File: src/sv/qrs_pkg.sv
// ----------------------------------------------------------------------------
// qrs_pkg
// Shared types and constants of the quadratic root solver.
// ----------------------------------------------------------------------------
package qrs_pkg;

  typedef enum logic [2:0] {
    KIND_NONE,
    KIND_INF,
    KIND_LIN,
    KIND_DBL,
    KIND_TWO
  } kind_t;

  localparam int TOL_W = 16;

  localparam logic [1:0] CNT_NONE = 2'd0;
  localparam logic [1:0] CNT_ONE  = 2'd1;
  localparam logic [1:0] CNT_TWO  = 2'd2;
  localparam logic [1:0] CNT_INF  = 2'd3;

  localparam int FRONT_STAGES = 5;
  localparam int QUEUE_DEPTH  = 8;
  localparam int QPTR_W       = 3;
  localparam int QCNT_W       = 4;

endpackage

File: src/sv/qrs_fifo.sv
// ----------------------------------------------------------------------------
// qrs_fifo
// Short queue between the classifying front and the solving back.
// ----------------------------------------------------------------------------
module qrs_fifo import qrs_pkg::*; #(
  parameter int DATA_W = 8
) (
  input  logic              clk,
  input  logic              rst_n,
  input  logic              push,
  input  logic [DATA_W-1:0] push_data,
  output logic              pop_valid,
  output logic [DATA_W-1:0] pop_data,
  output logic [QCNT_W-1:0] count
);

  logic [DATA_W-1:0] mem_r [0:QUEUE_DEPTH-1];
  logic [QPTR_W-1:0] wr_r, rd_r;
  logic [QCNT_W-1:0] cnt_r;
  logic              pop;

  assign pop       = cnt_r != '0;
  assign pop_valid = pop;
  assign pop_data  = mem_r[rd_r];
  assign count     = cnt_r;

  always_ff @(posedge clk) begin
    if (!rst_n) begin
      wr_r  <= '0;
      rd_r  <= '0;
      cnt_r <= '0;
    end else begin
      if (push) begin
        wr_r <= wr_r + 1'b1;
      end
      if (pop) begin
        rd_r <= rd_r + 1'b1;
      end
      cnt_r <= cnt_r + QCNT_W'(push) - QCNT_W'(pop);
    end
  end

  always_ff @(posedge clk) begin
    if (push) begin
      mem_r[wr_r] <= push_data;
    end
  end

endmodule

File: config.mk
export PLATFORM = sky130hd
export DESIGN_NAME = qrs_fifo
export DESIGN_NICKNAME = d
export VERILOG_FILES = /design/src/sv/qrs_pkg.sv /design/src/sv/qrs_fifo.sv
export SDC_FILE = /design/constraint.sdc
export NUM_CORES = 1
export LEC_CHECK = 0
export BUFFER_PORTS_ARGS = -buffer_cell sky130_fd_sc_hd__buf_2
export CAP_MARGIN = 5
export CORE_MARGIN = 2
export CORE_UTILIZATION = 25
export CTS_BUF_LIST = sky130_fd_sc_hd__clkbuf_8 sky130_fd_sc_hd__clkbuf_16
export DETAILED_ROUTE_END_ITERATION = 8
export GPL_ROUTABILITY_DRIVEN = 0
export PLACE_DENSITY_LB_ADDON = 0.3
export RECOVER_POWER = 100
export SLEW_MARGIN = 25
export SYNTH_ARGS = -nofsm -noshare
export SYNTH_HDL_FRONTEND = slang
export SYNTH_SLANG_ARGS = --single-unit
File: constraint.sdc
create_clock -name clk -period 7.52 [get_ports clk]
set_clock_uncertainty 0.15 [all_clocks]
set_input_delay 1.504 -clock clk [delete_from_list [all_inputs] [get_ports clk]]
set_output_delay 1.504 -clock clk [all_outputs]
set_load 0.02 [all_outputs]
# ---- Word level (Yosys, flattened, before mapping)
# Memories as Yosys holds them, arrays and structs flattened. A register that Yosys moved wholly into a read port is not among the register bits.
# Index checks and enable logic that the tools add are counted.
# W data, S select, Z words.
dict set report word_totals {
  in_bits 11
  word_cells 13
  out_inout_bits 13
  ramBits 64
  mem_count 1
  regBits 10
}
# memory words width read_ports rd_clocked_by_memory_dff write_ports line
set memory_table {}
lappend memory_table {mem_r 8 8 1 1 1 qrs_fifo.sv:17} ;# logic [DATA_W-1:0] mem_r [0:QUEUE_DEPTH-1];
dict set report classes {
  mux 4
  n_addsub 4
  n_reduce_logical 1
}
# cell n
set op_table {}
lappend op_table {{$add A3 B1 Y3 const B} 2}
lappend op_table {{$mux W3} 2}
lappend op_table {{$add A4 B1 Y4} 1}
lappend op_table {{$reduce_bool A4 Y1} 1}
lappend op_table {{$sub A4 B1 Y4} 1}
lappend op_table {{$mux W1} 2}

# ---- Longest topological paths before layout
dict set report logic_depth {
  depth_word 3
  depth_mapped 11
  mapped_depth_nobuf 11
}

# ---- Worst setup path after synthesis
# Ideal clock, no wire load.
dict set report synth_path {
  path_kind {reg-to-output}
  start {register with a tool-made name}
  end {output pop_data[1]}
  arrival_ps 1412
  path_slack_ps 4454
  stages_incl_launch_ff 5
  n_path_buf 2
  path_cell_list {dfxtp_1 -> buf_6 -> buf_12 -> mux4_1 -> mux2_2}
}
# element line
set synth_lines {}
lappend synth_lines {{end: declaration} qrs_fifo.sv:13} ;# output logic [DATA_W-1:0] pop_data,

==> metrics.md <==
| Metric | Value |
|---|---|
| Clock Power Share | `37.1%` |
| Post-CTS sizing | `0` |
| Worst Tran Pin Value | `1.00 ns` |
| Hold path cells | `2` |
| Pre-CTS setup slack | `3.78 ns` |
| TritonCTS Sinks | `77` |
| Synthesis Warnings | `0` |
| Combinational power share | `21.4%` |
| Synthesized cell area | `3110 sq um` |
| Syn_area_per_cell | `19.2 sq um` |
| Total nets after synthesis | `181` |
| PwrDens | `351 nW/um^2` |
| Switching power | `346 uW` |
| P_int | `954 uW` |
| Max Fanout on Critical Path | `16` |
| CP Launch Type | `register` |
| TNS Setup | `0 ns` |
| Post-route minimum period | `4.05 ns` |
| Critical path class | `reg -> out` |
| Clock root cell | `clkbuf_16` |
| Chip Width | `116 microns` |
| Initial antenna violation count | `1` |
| Rel. slew slack | `33.0%` |
| DRC | `0` |
| Total number of vias | `1488` |
| Min-delay src | `rd_r[2]` |
| Final max-slew violation count | `0` |
| Seq pwr share | `41.5%` |
| Final wirelength | `5630 microns` |
| H-tree level count | `3` |
| Reg-to-Reg End | `count[2]` |
| Final instance area | `3710 sq um` |
| TritonRoute pass-1 iters | `4` |
| P_leak | `0.00122 uW` |
| IO Pins | `24` |
| Worst Setup End Kind | `output pin` |
| Vias/cell | `4.08` |
| Hold slack | `0.371 ns` |
| Crit path DAT | `2.39 ns` |
| WL per Instance | `15.4 microns` |
| Final setup vio count | `0` |
| Number of global-route vias before repair | `1612` |
| Filler cells | `1219` |
| Clock buffer count from CTS | `9` |
| Area of the core | `12100 sq um` |
| Yosys cell types | `28` |
| Share of cells above drive strength 1 | `12.2%` |
| Post-Synthesis Cells | `162` |
| Largest net degree at the start of global routing | `17` |
| Final ANT Viol Nets | `0` |
| Hold-fix buffers, CTS | `0` |
| Final setup margin | `3.47 ns` |
| RSZ-0062 raised after global routing | `no` |
| Area post-placement | `3400 sq um` |
| 1st-iter DRT viols | `71` |
| First-pass GRT wire length | `8650 microns` |
| Fin crit share | `53.8%` |
| FMAX | `247 MHz` |
| Clock tree buffer depth | `2` |
| Critical path required time | `5.87 ns` |
| Clk_lat worst skew | `0.33 ns` |
| Initial core utilization | `25.8%` |
| Worst hold path type | `reg -> reg` |
| CTS tree | `done` |
| Hold Path End | `rd_r[2]` |
| Sequential area share after synthesis | `70.2%` |
| P&R area growth vs syn | `19.2%` |
| Grt ovf | `0` |
| Worst reg-to-reg setup slack | `4.80 ns` |
| Fin nets | `211` |
| Die area | `13400 sq um` |
| Worst IR Drop VDD | `0.152 mV` |
| N_diodes | `0` |
| R2R cell count | `11` |
| Status | `finished, final reports clean` |
| Die H | `116 microns` |
| Buffers on Ports | `23` |
| Yosys reg bits | `77` |
| Clock-pin transition on the worst setup and hold timing paths | `0.05 ns` |
| Std-Cell Rows | `40` |
| Max_cap viols | `0` |
| Sw Share | `26.6%` |
| Final HPWL DP | `3530 microns` |
| GRT Total Usage | `9.14%` |
| Final hold vios | `0` |
| Post-CTS Setup Inserts | `0` |
| RR Startpoint | `count[2]` |
-- sequential cells by signal, indices dropped and copies added, names as in the netlist, named ones only --
signal and flops:
count 4, mem_r 64, rd_r 3, wr_r 3
-- cell usage in the layout, fill, tap and decap left out --
cell        netlist  layout
edfxtp_1         64      64
clkbuf_1          2      25
mux4_1           15      15
dfxtp_1          13      13
inv_1             9      10
clkbuf_16         0       9
mux2_2            8       8
ha_1              7       7
nor2_1            6       6
nand2_1           4       4
nand2b_1          4       4
and2_0            0       4
mux2i_1           3       3
nor2b_1           3       3
xnor2_1           3       3
bufinv_16         0       3
nor3_1            2       2
and2_1            6       2
mux4_2            1       1
nor3b_1           1       1
xor2_1            1       1
o21ai_0           1       1
or3_1             1       1
a21boi_0          1       1
a21o_1            1       1
a21oi_1           1       1
fa_1              1       1
clkinv_4          0       1
clkinvlp_4        0       1
clkinv_2          0       1
-- layout make-up --
class                      instances  area, sq um  area share (%)
inverter                           9         33.8           0.911
tap                              168          210            5.67
clock inverter                     7          115            3.10
multi-input combinational         70          847            22.8
timing repair buffer              25         93.8            2.53
sequential                        77         2180            58.9
clock buffer                       9          225            6.07
-- through the flow --
stage          util (%)  power (uW)  std cells
2_1_floorplan         -         773        162
4_1_cts            31.0        1330        365
3_5_place_dp       28.2         845        349
3_3_place_gp       28.2         843        349
5_1_grt            30.7        1370        365
6_report           30.7        1300        365
-- critical path, stage by stage (launching register included) --
cell and delay, ns:
dfxtp_1 0.94, mux4_1 0.67, mux2_2 0.28, clkbuf_1 0.17
-- Yosys cell counts, drive strengths merged --
library cell	n	area [sq um]
xnor2	3	26.3
a21oi	1	5.00
ha	7	87.6
a21boi	1	7.51
nor2	6	22.5
mux2	8	90.1
nor2b	3	18.8
buf	4	40.0
xor2	1	8.76
fa	1	20.0
inv	9	33.8
and2	6	37.5
clkbuf	2	7.51
edfxtp	64	1920
nor3	2	10.0
or3	1	6.26
o21ai	1	5.00
a21o	1	7.51
nand2b	4	25.0
dfxtp	13	260
mux2i	3	30.0
nand2	4	15.0
nor3b	1	7.51
mux4	16	417
-- logic make-up after synthesis --
group	Yosys count	synth area share, %
and+or+nand+nor	27	4.59
AOI/OAI and AO/OA	4	0.804
buffers and inverters	15	2.61
muxes	27	17.3
xor gates and xnor gates	4	1.13
DFF	77	70.2
adders and majority gates	8	3.46
-- routing by layer --
layer / GRT usage (%) / vias to the layer above / share of wire, %
met3: 3.19 / 10 / 3.6
met4: 4.82 / 2 / 2.0
li1: - / 694 / -
met1: 10.5 / 756 / 44
met5: 0 / - / 0.23
met2: 15.1 / 26 / 51
-- worst max path at each step --
| stage | cells after the start | slack [ns] | to |
|---|---|---|---|
| after floorplan | 4 | 4.45 | pop_data[1] |
| after global placement | 3 | 3.76 | pop_data[4] |
| after detailed placement | 3 | 3.78 | pop_data[4] |
| after CTS | 3 | 3.42 | pop_data[1] |
| after global routing | 3 | 3.33 | pop_data[1] |
| final | 3 | 3.47 | pop_data[4] |
-- power groups by stage --
stage          sequential, uW  clock, uW  combinational, uW
2_1_floorplan             525          0                247
3_3_place_gp              551          0                292
3_5_place_dp              551          0                294
4_1_cts                   542        497                296
5_1_grt                   546        509                314
6_report                  539        483                278
Note: power is estimated with default switching activity, not from simulation.
